**config.mk**
```make
export PLATFORM = sky130hd
export DESIGN_NAME = soil_water_bucket_step_top_flat
export DESIGN_NICKNAME = d
export VERILOG_FILES = /design/src/rtl/core/swb_pkg.sv /design/src/rtl/core/swb_if.sv /design/src/rtl/core/swb_ctrl.sv /design/src/rtl/core/swb_datapath.sv /design/src/rtl/core/soil_water_bucket_step_top.sv /design/src/flat_wrapper.sv
export VERILOG_INCLUDE_DIRS = /design/src /design/src/rtl/core
export SDC_FILE = /design/constraint.sdc
export NUM_CORES = 2
export LEC_CHECK = 0
export BUFFER_PORTS_ARGS = -buffer_cell sky130_fd_sc_hd__buf_2
export CORE_ASPECT_RATIO = 0.5
export CORE_MARGIN = 2
export CORE_UTILIZATION = 60
export DETAILED_ROUTE_END_ITERATION = 10
export GPL_ROUTABILITY_DRIVEN = 0
export PLACE_DENSITY = 0.73
export SLEW_MARGIN = 20
export SYNTH_ARGS = -nofsm -noshare
export SYNTH_HDL_FRONTEND = slang
export SYNTH_SLANG_ARGS = --single-unit
```
**constraint.sdc**
```tcl
create_clock -name clk -period 23 [get_ports clk]
set_clock_uncertainty 0.2 [all_clocks]
set_input_delay 2.3 -clock clk [delete_from_list [all_inputs] [get_ports clk]]
set_output_delay 2.3 -clock clk [all_outputs]
set_load 0.01 [all_outputs]
```
**src/rtl/core/soil_water_bucket_step_top_macros.svh**
```systemverilog
// Assertion macros for the soil water bucket block.
// Each macro expects clk and rst_n in scope.
`ifndef SOIL_WATER_BUCKET_STEP_TOP_MACROS_SVH
`define SOIL_WATER_BUCKET_STEP_TOP_MACROS_SVH

`ifndef NO_ASSERTIONS

// same-cycle implication
`define SWB_ASSERT_IMP(lbl, ante, cons) \
  lbl: assert property (@(posedge clk) disable iff (!rst_n) (ante) |-> (cons)) \
    else $error("swb: implication check failed");

// next-cycle implication
`define SWB_ASSERT_NXT(lbl, ante, cons) \
  lbl: assert property (@(posedge clk) disable iff (!rst_n) (ante) |=> (cons)) \
    else $error("swb: next-cycle check failed");

`else

`define SWB_ASSERT_IMP(lbl, ante, cons)
`define SWB_ASSERT_NXT(lbl, ante, cons)

`endif

`endif

```
**src/rtl/core/swb_pkg.sv**
```systemverilog
package swb_pkg;

  // number formats
  localparam int FRAC_BITS = 16;
  localparam logic [16:0] ONE_FRAC = 17'd65536;

  // config register indexes
  localparam logic [2:0] CFG_CAPACITY = 3'd0;
  localparam logic [2:0] CFG_DEPLETION = 3'd1;
  localparam logic [2:0] CFG_CROP_COEF = 3'd2;
  localparam logic [2:0] CFG_RUNOFF = 3'd3;
  localparam logic [2:0] CFG_INIT_WATER = 3'd4;

  // reset values
  localparam logic [15:0] RST_CAPACITY = 16'd10000;
  localparam logic [15:0] RST_DEPLETION = 16'd32768;
  localparam logic [15:0] RST_CROP_COEF = 16'd16384;

  // Hargreaves constants: 2^32/10 split into integer part and 6/10 remainder
  localparam logic [28:0] RECIP10 = 29'd429496729;
  localparam logic [15:0] RECIP5 = 16'd52429;
  localparam logic [17:0] HARG_K = 18'd201520;
  localparam logic [12:0] S_OFFSET = 13'd356;

  // depletion adjustment, scaled down by 2^14
  localparam logic [11:0] ADJ_DEN = 12'd2500;
  localparam logic signed [35:0] ADJ_BIAS = 36'sd32768000;
  localparam logic signed [35:0] ADJ_LO = 36'sd16384000;
  localparam logic signed [35:0] ADJ_HI = 36'sd131072000;

  // iteration counts
  localparam logic [4:0] SQRT_STEPS = 5'd20;
  localparam logic [4:0] DIV_STEPS = 5'd16;
  localparam logic [39:0] SQRT_BIT0 = 40'h40_0000_0000;

  typedef enum logic [4:0] {
    ST_IDLE, ST_RUNOFF, ST_QMUL, ST_QSUM, ST_SQRT, ST_SA, ST_SAR, ST_KLO,
    ST_KHI, ST_ET0, ST_ETC, ST_M, ST_MCLAMP, ST_DIVP, ST_PCAP, ST_DEN,
    ST_KSDEC, ST_DIVK, ST_DEM, ST_FIN
  } state_t;

  typedef enum logic [4:0] {
    OP_NONE, OP_LOAD, OP_RUNOFF, OP_QMUL, OP_QSUM, OP_SQRT, OP_SA, OP_SAR,
    OP_KLO, OP_KHI, OP_ET0, OP_ETC, OP_M, OP_MCLAMP, OP_DIVSTEP, OP_PCAP,
    OP_DEN, OP_KSDEC, OP_DEM, OP_FIN
  } op_t;

  typedef struct packed {
    op_t op;
  } cmd_t;

  typedef struct packed {
    logic need_div;
  } status_t;

  typedef struct packed {
    logic [14:0] rain_used;
    logic [14:0] runoff;
    logic [14:0] infiltration;
    logic [12:0] reference_et;
    logic [16:0] ks_factor;
    logic [15:0] actual_et;
    logic [15:0] drainage;
    logic [15:0] water_after;
  } result_t;

endpackage

```
**src/rtl/core/swb_if.sv**
```systemverilog
interface swb_in_if;
  logic               valid;
  logic               ready;
  logic signed [10:0] min_temperature;
  logic signed [10:0] max_temperature;
  logic signed [15:0] rainfall;
  logic [12:0]        extraterrestrial_radiation;

  modport source (output valid, min_temperature, max_temperature, rainfall,
                  extraterrestrial_radiation, input ready);
  modport sink (input valid, min_temperature, max_temperature, rainfall,
                extraterrestrial_radiation, output ready);
endinterface

interface swb_out_if;
  logic        valid;
  logic        ready;
  logic [14:0] rain_used;
  logic [14:0] runoff;
  logic [14:0] infiltration;
  logic [12:0] reference_et;
  logic [16:0] ks_factor;
  logic [15:0] actual_et;
  logic [15:0] drainage;
  logic [15:0] water_after;

  modport source (output valid, rain_used, runoff, infiltration, reference_et,
                  ks_factor, actual_et, drainage, water_after,
                  input ready);
  modport sink (input valid, rain_used, runoff, infiltration, reference_et,
                ks_factor, actual_et, drainage, water_after,
                output ready);
endinterface

```
**src/rtl/core/swb_ctrl.sv**
```systemverilog
module swb_ctrl
  import swb_pkg::*;
(
  input  logic    clk,
  input  logic    rst_n,
  input  logic    in_valid,
  input  logic    out_ready,
  input  status_t status,
  output cmd_t    cmd,
  output logic    in_ready,
  output logic    out_valid
);

  state_t     state_r, state_nxt;
  logic [4:0] count_r, count_nxt;
  logic       out_valid_r, out_valid_nxt;
  logic       fin_go;

  // result slot is free or being emptied this cycle
  assign fin_go = !out_valid_r || out_ready;

  // next state and iteration counter
  always_comb begin
    state_nxt = state_r;
    count_nxt = 5'd0;
    unique case (state_r)
      ST_IDLE:   if (in_valid) state_nxt = ST_RUNOFF;
      ST_RUNOFF: state_nxt = ST_QMUL;
      ST_QMUL:   state_nxt = ST_QSUM;
      ST_QSUM:   state_nxt = ST_SQRT;
      ST_SQRT: begin
        if (count_r == SQRT_STEPS - 5'd1) state_nxt = ST_SA;
        else count_nxt = count_r + 5'd1;
      end
      ST_SA:     state_nxt = ST_SAR;
      ST_SAR:    state_nxt = ST_KLO;
      ST_KLO:    state_nxt = ST_KHI;
      ST_KHI:    state_nxt = ST_ET0;
      ST_ET0:    state_nxt = ST_ETC;
      ST_ETC:    state_nxt = ST_M;
      ST_M:      state_nxt = ST_MCLAMP;
      ST_MCLAMP: state_nxt = ST_DIVP;
      ST_DIVP: begin
        if (count_r == DIV_STEPS - 5'd1) state_nxt = ST_PCAP;
        else count_nxt = count_r + 5'd1;
      end
      ST_PCAP:   state_nxt = ST_DEN;
      ST_DEN:    state_nxt = ST_KSDEC;
      ST_KSDEC:  state_nxt = status.need_div ? ST_DIVK : ST_DEM;
      ST_DIVK: begin
        if (count_r == DIV_STEPS - 5'd1) state_nxt = ST_DEM;
        else count_nxt = count_r + 5'd1;
      end
      ST_DEM:    state_nxt = ST_FIN;
      ST_FIN:    if (fin_go) state_nxt = ST_IDLE;
      default:   state_nxt = ST_IDLE;
    endcase
  end

  // datapath command per state
  always_comb begin
    cmd.op = OP_NONE;
    unique case (state_r)
      ST_IDLE:   cmd.op = in_valid ? OP_LOAD : OP_NONE;
      ST_RUNOFF: cmd.op = OP_RUNOFF;
      ST_QMUL:   cmd.op = OP_QMUL;
      ST_QSUM:   cmd.op = OP_QSUM;
      ST_SQRT:   cmd.op = OP_SQRT;
      ST_SA:     cmd.op = OP_SA;
      ST_SAR:    cmd.op = OP_SAR;
      ST_KLO:    cmd.op = OP_KLO;
      ST_KHI:    cmd.op = OP_KHI;
      ST_ET0:    cmd.op = OP_ET0;
      ST_ETC:    cmd.op = OP_ETC;
      ST_M:      cmd.op = OP_M;
      ST_MCLAMP: cmd.op = OP_MCLAMP;
      ST_DIVP:   cmd.op = OP_DIVSTEP;
      ST_PCAP:   cmd.op = OP_PCAP;
      ST_DEN:    cmd.op = OP_DEN;
      ST_KSDEC:  cmd.op = OP_KSDEC;
      ST_DIVK:   cmd.op = OP_DIVSTEP;
      ST_DEM:    cmd.op = OP_DEM;
      ST_FIN:    cmd.op = fin_go ? OP_FIN : OP_NONE;
      default:   cmd.op = OP_NONE;
    endcase
  end

  // result valid flag
  always_comb begin
    out_valid_nxt = out_valid_r;
    if (state_r == ST_FIN && fin_go) out_valid_nxt = 1'b1;
    else if (out_ready) out_valid_nxt = 1'b0;
  end

  always_ff @(posedge clk) begin
    if (!rst_n) begin
      state_r     <= ST_IDLE;
      count_r     <= 5'd0;
      out_valid_r <= 1'b0;
    end else begin
      state_r     <= state_nxt;
      count_r     <= count_nxt;
      out_valid_r <= out_valid_nxt;
    end
  end

  assign in_ready  = (state_r == ST_IDLE);
  assign out_valid = out_valid_r;

endmodule

```
**src/rtl/core/swb_datapath.sv**
```systemverilog
module swb_datapath
  import swb_pkg::*;
(
  input  logic               clk,
  input  logic               rst_n,
  input  cmd_t               cmd,
  output status_t            status,
  input  logic signed [10:0] in_min_temperature,
  input  logic signed [10:0] in_max_temperature,
  input  logic signed [15:0] in_rainfall,
  input  logic [12:0]        in_radiation,
  input  logic               cfg_we,
  input  logic [2:0]         cfg_index,
  input  logic [15:0]        cfg_data,
  output result_t            result
);

  // configuration and store
  logic [15:0] cap_r, pfrac_r, kc_r, rf_r, store_r;

  // latched day
  logic signed [10:0] tmin_r, tmax_r;
  logic signed [15:0] rain_r;
  logic [12:0]        ra_r;

  // working registers
  logic [63:0] prod_r;
  logic [14:0] runoff_r;
  logic [39:0] n_r, res_r, sq_bit_r;
  logic [44:0] b_r;
  logic [40:0] plo_r;
  logic [12:0] et0_r;
  logic [28:0] etcq_r;
  logic [32:0] dr_r, den_r;
  logic [15:0] dbits_r, dq_r, padj_r;
  logic [31:0] pc_r;
  logic [16:0] ks_r;
  logic        ksdiv_r;
  result_t     result_r;

  // combinational terms
  logic signed [11:0] d;
  logic signed [12:0] s;
  logic [10:0]        dmag;
  logic [14:0]        rain_used;
  logic [14:0]        infil;
  logic               et_ok;
  logic [31:0]        mul_a, mul_b;
  logic [12:0]        d3;
  logic [28:0]        frac_p;
  logic [40:0]        trial;
  logic [63:0]        pfull;
  logic [15:0]        e_full;
  logic signed [35:0] m_raw;
  logic [26:0]        m_cl;
  logic [32:0]        div_sh;
  logic [32:0]        ks_den;
  logic [15:0]        cap_minus_w;
  logic               ks_div_case;
  logic [16:0]        ks_use;
  logic [16:0]        demand, avail, aet, after, kept, drain;

  // day terms
  assign d = {tmax_r[10], tmax_r} - {tmin_r[10], tmin_r};
  assign s = {{2{tmin_r[10]}}, tmin_r} + {{2{tmax_r[10]}}, tmax_r} + $signed(S_OFFSET);
  assign dmag = d[10:0];
  assign et_ok = (d > 12'sd0) && (ra_r != 13'd0) && (s > 13'sd0);
  assign rain_used = rain_r[15] ? 15'd0 : rain_r[14:0];
  assign infil = rain_used - runoff_r;

  // remainder part of d*2^32/10 is floor(3d/5)
  assign d3 = {2'b00, dmag} + {1'b0, dmag, 1'b0};
  assign frac_p = d3 * RECIP5;

  // shared multiplier operands
  always_comb begin
    mul_a = 32'd0;
    mul_b = 32'd0;
    case (cmd.op)
      OP_RUNOFF: begin mul_a = {17'd0, rain_used};      mul_b = {16'd0, rf_r}; end
      OP_QMUL:   begin mul_a = {21'd0, dmag};           mul_b = {3'd0, RECIP10}; end
      OP_SA:     begin mul_a = {20'd0, s[11:0]};        mul_b = {19'd0, ra_r}; end
      OP_SAR:    begin mul_a = {7'd0, prod_r[24:0]};    mul_b = {12'd0, res_r[19:0]}; end
      OP_KLO:    begin mul_a = {9'd0, prod_r[22:0]};    mul_b = {14'd0, HARG_K}; end
      OP_KHI:    begin mul_a = {10'd0, b_r[44:23]};     mul_b = {14'd0, HARG_K}; end
      OP_ETC:    begin mul_a = {19'd0, et0_r};          mul_b = {16'd0, kc_r}; end
      OP_M:      begin mul_a = {16'd0, pfrac_r};        mul_b = {20'd0, ADJ_DEN}; end
      OP_PCAP:   begin mul_a = {16'd0, dq_r};           mul_b = {16'd0, cap_r}; end
      OP_DEN: begin
        mul_a = {16'd0, cap_r};
        mul_b = {15'd0, ONE_FRAC - {1'b0, padj_r}};
      end
      OP_DEM:    begin mul_a = {3'd0, etcq_r};          mul_b = {15'd0, ks_use}; end
      default: ;
    endcase
  end

  // square root trial, rounding of ET0, clamp of adjusted p
  assign trial = {1'b0, res_r} + {1'b0, sq_bit_r};
  assign pfull = {prod_r[40:0], 23'd0} + {23'd0, plo_r} + (64'd1 << 47);
  assign e_full = pfull[63:48];
  assign m_raw = $signed({8'd0, prod_r[27:0]}) + ADJ_BIAS - $signed({5'd0, etcq_r, 2'b00});
  always_comb begin
    if (m_raw < ADJ_LO) m_cl = ADJ_LO[26:0];
    else if (m_raw > ADJ_HI) m_cl = ADJ_HI[26:0];
    else m_cl = m_raw[26:0];
  end

  // restoring division step
  assign div_sh = {dr_r[31:0], dbits_r[15]};

  // stress coefficient decision
  assign ks_den = prod_r[32:0];
  assign cap_minus_w = cap_r - store_r;
  assign ks_div_case = (cap_r != 16'd0) && (store_r < cap_r)
                       && ({cap_minus_w, 16'd0} > pc_r)
                       && ({1'b0, store_r, 16'd0} < ks_den);
  assign status.need_div = ks_div_case;
  assign ks_use = ksdiv_r ? {1'b0, dq_r} : ks_r;

  // water balance at day end
  assign demand = prod_r[46:30];
  assign avail = {1'b0, store_r} + {2'b00, infil};
  assign aet = (demand < avail) ? demand : avail;
  assign after = avail - aet;
  assign kept = (after > {1'b0, cap_r}) ? {1'b0, cap_r} : after;
  assign drain = after - kept;

  always_ff @(posedge clk) begin
    // product held while idle with no day offered or waiting on the result slot
    if (cmd.op != OP_NONE) prod_r <= mul_a * mul_b;
    case (cmd.op)
      OP_LOAD: begin
        tmin_r <= in_min_temperature;
        tmax_r <= in_max_temperature;
        rain_r <= in_rainfall;
        ra_r   <= in_radiation;
      end
      OP_QMUL: runoff_r <= prod_r[30:16];
      OP_QSUM: begin
        n_r      <= prod_r[39:0] + {29'd0, frac_p[28:18]};
        res_r    <= 40'd0;
        sq_bit_r <= SQRT_BIT0;
      end
      OP_SQRT: begin
        if ({1'b0, n_r} >= trial) begin
          n_r   <= n_r - trial[39:0];
          res_r <= (res_r >> 1) + sq_bit_r;
        end else begin
          res_r <= res_r >> 1;
        end
        sq_bit_r <= sq_bit_r >> 2;
      end
      OP_KLO: b_r <= prod_r[44:0];
      OP_KHI: plo_r <= prod_r[40:0];
      OP_ET0: begin
        if (!et_ok) et0_r <= 13'd0;
        else if (e_full > 16'd8191) et0_r <= 13'h1FFF;
        else et0_r <= e_full[12:0];
      end
      OP_M: etcq_r <= prod_r[28:0];
      OP_MCLAMP: begin
        dr_r    <= {22'd0, m_cl[26:16]};
        dbits_r <= m_cl[15:0];
        den_r   <= {21'd0, ADJ_DEN};
        dq_r    <= 16'd0;
      end
      OP_DIVSTEP: begin
        if (div_sh >= den_r) begin
          dr_r <= div_sh - den_r;
          dq_r <= {dq_r[14:0], 1'b1};
        end else begin
          dr_r <= div_sh;
          dq_r <= {dq_r[14:0], 1'b0};
        end
        dbits_r <= {dbits_r[14:0], 1'b0};
      end
      OP_PCAP: padj_r <= dq_r;
      OP_DEN: pc_r <= prod_r[31:0];
      OP_KSDEC: begin
        ksdiv_r <= ks_div_case;
        ks_r    <= (cap_r == 16'd0) ? 17'd0 : ONE_FRAC;
        dr_r    <= {1'b0, store_r, 16'd0};
        dbits_r <= 16'd0;
        den_r   <= ks_den;
        dq_r    <= 16'd0;
      end
      OP_FIN: begin
        result_r.rain_used    <= rain_used;
        result_r.runoff       <= runoff_r;
        result_r.infiltration <= infil;
        result_r.reference_et <= et0_r;
        result_r.ks_factor    <= ks_use;
        result_r.actual_et    <= aet[15:0];
        result_r.drainage     <= drain[16] ? 16'hFFFF : drain[15:0];
        result_r.water_after  <= kept[15:0];
      end
      default: ;
    endcase
  end

  // configuration registers and stored water
  always_ff @(posedge clk) begin
    if (!rst_n) begin
      cap_r   <= RST_CAPACITY;
      pfrac_r <= RST_DEPLETION;
      kc_r    <= RST_CROP_COEF;
      rf_r    <= 16'd0;
      store_r <= 16'd0;
    end else begin
      if (cfg_we) begin
        unique case (cfg_index)
          CFG_CAPACITY:   cap_r <= cfg_data;
          CFG_DEPLETION:  pfrac_r <= cfg_data;
          CFG_CROP_COEF:  kc_r <= cfg_data;
          CFG_RUNOFF:     rf_r <= cfg_data;
          CFG_INIT_WATER: store_r <= (cfg_data < cap_r) ? cfg_data : cap_r;
          default: ;
        endcase
      end
      if (cmd.op == OP_FIN) store_r <= kept[15:0];
    end
  end

  assign result = result_r;

endmodule

```
**src/rtl/core/soil_water_bucket_step_top.sv**
```systemverilog
// Channel  Dir  Request contents
// in_ch    in   min/max temperature, rainfall, extraterrestrial radiation
// out_ch   out  rain split, reference ET, Ks, actual ET, drainage, store
// cfg_*    in   register write: index, 16-bit data
//
// A day runs from acceptance through 20 square-root iterations and one or two
// 16-step divisions (the second only when Ks needs its own division), plus
// single steps on one shared multiplier.
// A new day is taken only once the previous one has finished; the result
// register lets the next day start while a result waits, and that day stalls
// in its last step until the slot is free.
// Reset is synchronous, active low; no clearing pass is needed.
`include "soil_water_bucket_step_top_macros.svh"

module soil_water_bucket_step_top
  import swb_pkg::*;
(
  input  logic         clk,
  input  logic         rst_n,
  swb_in_if.sink       in_ch,
  swb_out_if.source    out_ch,
  input  logic         cfg_we,
  input  logic [2:0]   cfg_index,
  input  logic [15:0]  cfg_data
);

  cmd_t        cmd;
  status_t     status;
  result_t     result;
  logic [15:0] rain_split_sum;
  logic        rain_split_ok;

  swb_ctrl u_ctrl (
    .clk       (clk),
    .rst_n     (rst_n),
    .in_valid  (in_ch.valid),
    .out_ready (out_ch.ready),
    .status    (status),
    .cmd       (cmd),
    .in_ready  (in_ch.ready),
    .out_valid (out_ch.valid)
  );

  swb_datapath u_dp (
    .clk                (clk),
    .rst_n              (rst_n),
    .cmd                (cmd),
    .status             (status),
    .in_min_temperature (in_ch.min_temperature),
    .in_max_temperature (in_ch.max_temperature),
    .in_rainfall        (in_ch.rainfall),
    .in_radiation       (in_ch.extraterrestrial_radiation),
    .cfg_we             (cfg_we),
    .cfg_index          (cfg_index),
    .cfg_data           (cfg_data),
    .result             (result)
  );

  // result payload
  assign out_ch.rain_used    = result.rain_used;
  assign out_ch.runoff       = result.runoff;
  assign out_ch.infiltration = result.infiltration;
  assign out_ch.reference_et = result.reference_et;
  assign out_ch.ks_factor    = result.ks_factor;
  assign out_ch.actual_et    = result.actual_et;
  assign out_ch.drainage     = result.drainage;
  assign out_ch.water_after  = result.water_after;

  // runoff and infiltration add back up to the rain used
  assign rain_split_sum = {1'b0, out_ch.runoff} + {1'b0, out_ch.infiltration};
  assign rain_split_ok  = (rain_split_sum == {1'b0, out_ch.rain_used});

  // checks
  `SWB_ASSERT_NXT(a_single_day, in_ch.valid && in_ch.ready, !in_ch.ready)
  `SWB_ASSERT_IMP(a_ks_range, out_ch.valid, out_ch.ks_factor <= ONE_FRAC)
  `SWB_ASSERT_IMP(a_rain_split, out_ch.valid, rain_split_ok)

endmodule
```
**src/flat_wrapper.sv**
```systemverilog
// flat-port wrapper written by rule: the top's interface ports become plain ports
module soil_water_bucket_step_top_flat import swb_pkg::*;
  (clk, rst_n, cfg_we, cfg_index, cfg_data, in_ch_valid, in_ch_min_temperature, in_ch_max_temperature, in_ch_rainfall, in_ch_extraterrestrial_radiation, in_ch_ready, out_ch_valid, out_ch_rain_used, out_ch_runoff, out_ch_infiltration, out_ch_reference_et, out_ch_ks_factor, out_ch_actual_et, out_ch_drainage, out_ch_water_after, out_ch_ready);
  swb_in_if in_ch_i ();
  swb_out_if out_ch_i ();
  input  logic clk;
  input  logic rst_n;
  input  logic cfg_we;
  input  logic [2:0] cfg_index;
  input  logic [15:0] cfg_data;
  input wire logic [$bits(in_ch_i.valid)-1:0] in_ch_valid;
  input wire logic [$bits(in_ch_i.min_temperature)-1:0] in_ch_min_temperature;
  input wire logic [$bits(in_ch_i.max_temperature)-1:0] in_ch_max_temperature;
  input wire logic [$bits(in_ch_i.rainfall)-1:0] in_ch_rainfall;
  input wire logic [$bits(in_ch_i.extraterrestrial_radiation)-1:0] in_ch_extraterrestrial_radiation;
  output wire logic [$bits(in_ch_i.ready)-1:0] in_ch_ready;
  output wire logic [$bits(out_ch_i.valid)-1:0] out_ch_valid;
  output wire logic [$bits(out_ch_i.rain_used)-1:0] out_ch_rain_used;
  output wire logic [$bits(out_ch_i.runoff)-1:0] out_ch_runoff;
  output wire logic [$bits(out_ch_i.infiltration)-1:0] out_ch_infiltration;
  output wire logic [$bits(out_ch_i.reference_et)-1:0] out_ch_reference_et;
  output wire logic [$bits(out_ch_i.ks_factor)-1:0] out_ch_ks_factor;
  output wire logic [$bits(out_ch_i.actual_et)-1:0] out_ch_actual_et;
  output wire logic [$bits(out_ch_i.drainage)-1:0] out_ch_drainage;
  output wire logic [$bits(out_ch_i.water_after)-1:0] out_ch_water_after;
  input wire logic [$bits(out_ch_i.ready)-1:0] out_ch_ready;
  assign in_ch_i.valid = in_ch_valid;
  assign in_ch_i.min_temperature = in_ch_min_temperature;
  assign in_ch_i.max_temperature = in_ch_max_temperature;
  assign in_ch_i.rainfall = in_ch_rainfall;
  assign in_ch_i.extraterrestrial_radiation = in_ch_extraterrestrial_radiation;
  assign in_ch_ready = in_ch_i.ready;
  assign out_ch_valid = out_ch_i.valid;
  assign out_ch_rain_used = out_ch_i.rain_used;
  assign out_ch_runoff = out_ch_i.runoff;
  assign out_ch_infiltration = out_ch_i.infiltration;
  assign out_ch_reference_et = out_ch_i.reference_et;
  assign out_ch_ks_factor = out_ch_i.ks_factor;
  assign out_ch_actual_et = out_ch_i.actual_et;
  assign out_ch_drainage = out_ch_i.drainage;
  assign out_ch_water_after = out_ch_i.water_after;
  assign out_ch_i.ready = out_ch_ready;
  soil_water_bucket_step_top u_core (.clk(clk), .rst_n(rst_n), .in_ch(in_ch_i), .out_ch(out_ch_i), .cfg_we(cfg_we), .cfg_index(cfg_index), .cfg_data(cfg_data));
endmodule
```
==> impl_metrics.env <==
export IMPL_post_place_cells=8565
export IMPL_routed_wl_um=215000
export IMPL_clockBufferDepth=3
export IMPL_syn_to_final_growth_pct=8.17
export IMPL_setup_tns_ns=0
export IMPL_final_cells=8700
export IMPL_arrival_ns=17.12
export IMPL_h_tree_depth=3
export IMPL_yosysSeqAreaShare_pct=28.2
export IMPL_cts_hold_buffers=0
export IMPL_grt_setup_unrepaired="false"
export IMPL_fp_dieW_um=475
export IMPL_fp_coreArea_um2=110000
export IMPL_clkSinkCount=656
export IMPL_grt_max_degree=64
export IMPL_cts_resized=0
export IMPL_path_class="flip-flop to flip-flop"
export IMPL_pin_count=200
export IMPL_cpMostUsedCell="o21ai_0"
export IMPL_finalCriticalPeriod_ns=16.81
export IMPL_synth_flop_cell="edfxtp_1"
export IMPL_syn_inst=6963
export IMPL_fin_hold_ws_ns=0.257
export IMPL_slew_headroom_pct=18.4
export IMPL_route_vias_total=54300
export IMPL_cp_end_kind="flip-flop"
export IMPL_rows=86
export IMPL_met3_usage_pct=12.5
export IMPL_tightest_slew_ns=1.22
export IMPL_antenna_found_initial=14
export IMPL_syn_area_per_cell_um2=9.56
export IMPL_cts_setup_buffers=0
export IMPL_max_stage_delay_ns=0.82
export IMPL_violations="design-rule violations"
export IMPL_synthArstFlopShare_pct=0
export IMPL_synth_area_leader_cell="edfxtp_1"
export IMPL_clkLatencyLatePin_ns=0.68
export IMPL_hold_violations=0
export IMPL_synthTopCellsByArea="edfxtp_1 (25%), fa_1 (19%), ha_1 (13%)"
export IMPL_synth_edf_count=565
export IMPL_grt_pass1_wl_um=322000
export IMPL_dieArea_um2=114000
export IMPL_fillerInstances=8804
export IMPL_grt_met1_usage_pct=48.8
export IMPL_met2_usage_pct=56.3
export IMPL_drtAntennaViolNets=0
export IMPL_fmax_mhz=59.5
export IMPL_synth_cell_type_count=94
export IMPL_hold_path_class="flip-flop to flip-flop"
export IMPL_first_global_vias=54000
export IMPL_yosysWarnings=0
export IMPL_synth_seq_cells=656
export IMPL_firstDrtPassIters=11
export IMPL_ctsRootBufferMaster="clkbuf_16"
export IMPL_path_clk_slew_ns=0.07
export IMPL_floorplan_initialDensity_pct=60.4
export IMPL_grt_usage_pct=37.8
export IMPL_drtIter0Drc=7179
export IMPL_cts_tree="done"
export IMPL_post_route_period_util_pct=73.1
export IMPL_avgRoutedWirePerCell_um=24.8
export IMPL_cp_start_kind="flip-flop"
export IMPL_dieHeight_um=239
export IMPL_status="finished with violations"
export IMPL_viasPerCell=6.24
export IMPL_gr_total_overflow=0
export IMPL_drc=4
export IMPL_top_usage_layer="met2"
export IMPL_fin_util_pct=65.4
export IMPL_io_buffers=199
export IMPL_cpMaxStageDelayCell="xnor2_1"
export IMPL_netlist_area_um2=66500
export IMPL_synth_top_area_share_pct=25.5
export IMPL_numCtsBuffers=70
export IMPL_drive_above_1_share_pct=7.45
export IMPL_final_nets=8556
export IMPL_finalMaxSlewViolations=0
export IMPL_dpl_hpwl_um=166000
export IMPL_required_ns=23.32
export IMPL_critPathMaxFanout=33
export IMPL_cap_violations=0
export IMPL_setup_viol=0
[area by class of cell]
| class | count | area (um^2) | share of cell area, % |
|---|---|---|---|
| inverter | 1148 | 4310 | 5.99 |
| tap | 1496 | 1870 | 2.60 |
| clock inverter | 45 | 515 | 0.716 |
| sequential | 656 | 18800 | 26.1 |
| antenna | 7 | 17.5 | 0.0243 |
| timing repair buffer | 295 | 1740 | 2.41 |
| multi-input combinational | 4971 | 42900 | 59.6 |
| clock buffer | 82 | 1820 | 2.53 |
[through the flow]
stage	instance area (um^2)	worst slack, ns
finish	72000	6.19
CTS	71900	6.62
floorplan	66700	2.05
global route	72000	5.17
detailed placement	69600	6.77
global placement	69600	7.42
[sequential cells by signal, summed over array words and instances, names as in the netlist, 29 cells and up]
signal and count:
u_core.u_dp.etcq_r 29, u_core.u_dp.prod_r 47, u_core.u_dp.result 123, u_core.u_dp.dr_r 32, u_core.u_dp.pc_r 32, u_core.u_dp.n_r 40
u_core.u_dp.res_r 40, u_core.u_dp.den_r 33
[layer usage]
layer	vias up	share of wire, %
met1	26400	37
li1	23700	-
met2	3402	42
met3	816	14
met5	-	0.057
met4	12	6.8
[cell families after synthesis]
| kind of cell | share of synthesized area (%) |
|---|---|
| XOR/XNOR | 4.63 |
| adder cells (fa/ha/maj) | 32.5 |
| buffers and inverters | 7.82 |
| AND/OR/NAND/NOR | 13.0 |
| AO/OA/AOI/OAI | 12.7 |
| multiplexers | 1.07 |
| other | 0.0113 |
| flip-flops | 28.2 |
[synth_stat cells, drive strengths merged (41+ instances only)]
master / n
nor2b: 72
clkbuf: 210
nor3: 67
a211oi: 46
nand2b: 63
a21o: 124
nand4: 43
nand2: 874
fa: 642
ha: 697
dfxtp: 91
o21ai: 219
xnor2: 222
nand3: 75
a22oi: 47
inv: 1145
o21bai: 64
and2: 135
nor2: 375
a31o: 41
edfxtp: 565
a31oi: 50
mux2i: 62
a21oi: 357
xor2: 127
and3: 64
[cells in the final DEF, fill, tap and decap left out, types with 48 or more instances in the layout]
| master | netlist | layout |
|---|---|---|
| a21o_1 | 124 | 124 |
| a21oi_1 | 352 | 352 |
| a31oi_1 | 49 | 48 |
| and2_1 | 132 | 133 |
| and3_1 | 64 | 62 |
| buf_2 | 4 | 199 |
| buf_4 | 0 | 95 |
| clkbuf_16 | 0 | 71 |
| dfxtp_1 | 91 | 91 |
| edfxtp_1 | 565 | 565 |
| fa_1 | 642 | 642 |
| ha_1 | 697 | 697 |
| inv_1 | 1144 | 1143 |
| mux2i_1 | 55 | 55 |
| nand2_1 | 874 | 872 |
| nand2b_1 | 63 | 63 |
| nand3_1 | 75 | 73 |
| nor2_1 | 374 | 364 |
| nor2b_1 | 72 | 70 |
| nor3_1 | 67 | 65 |
| o21ai_0 | 200 | 199 |
| o21bai_1 | 63 | 63 |
| xnor2_1 | 222 | 222 |
| xor2_1 | 127 | 127 |
[path summary, 6_finish.rpt]
| kind | startpoint | endpoint | slack, ns | depth (start not counted) |
|---|---|---|---|---|
| worst max-delay path | u_core.u_dp.rain_r[15]$_DFFE_PN_ | u_core.u_dp.result[25]$_SDFFCE_PP1P_ | 6.19 | 64 |
| worst min-delay path | u_core.u_dp.runoff_r[6]$_DFFE_PP_ | u_core.u_dp.result[99]$_DFFE_PP_ | 0.26 | 0 |
| worst max register to register | u_core.u_dp.rain_r[15]$_DFFE_PN_ | u_core.u_dp.result[25]$_SDFFCE_PP1P_ | 6.19 | 64 |
| worst min register to register | u_core.u_dp.runoff_r[6]$_DFFE_PP_ | u_core.u_dp.result[99]$_DFFE_PP_ | 0.26 | 0 |
[worst max-delay path, delay by kind of cell, from the launching register on]
family	cells	cell delay, ns
adders and majority gates	8	2.62
xor gates and xnor gates	2	1.21
and+or+nand+nor	12	2.40
muxes	3	0.93
DFF	1	0.65
AOI/OAI and AO/OA	37	8.49
buffers and inverters	2	0.12
Power is not shown: default switching activity piles up to over one toggle a cycle in this logic, so the estimate is an artifact.
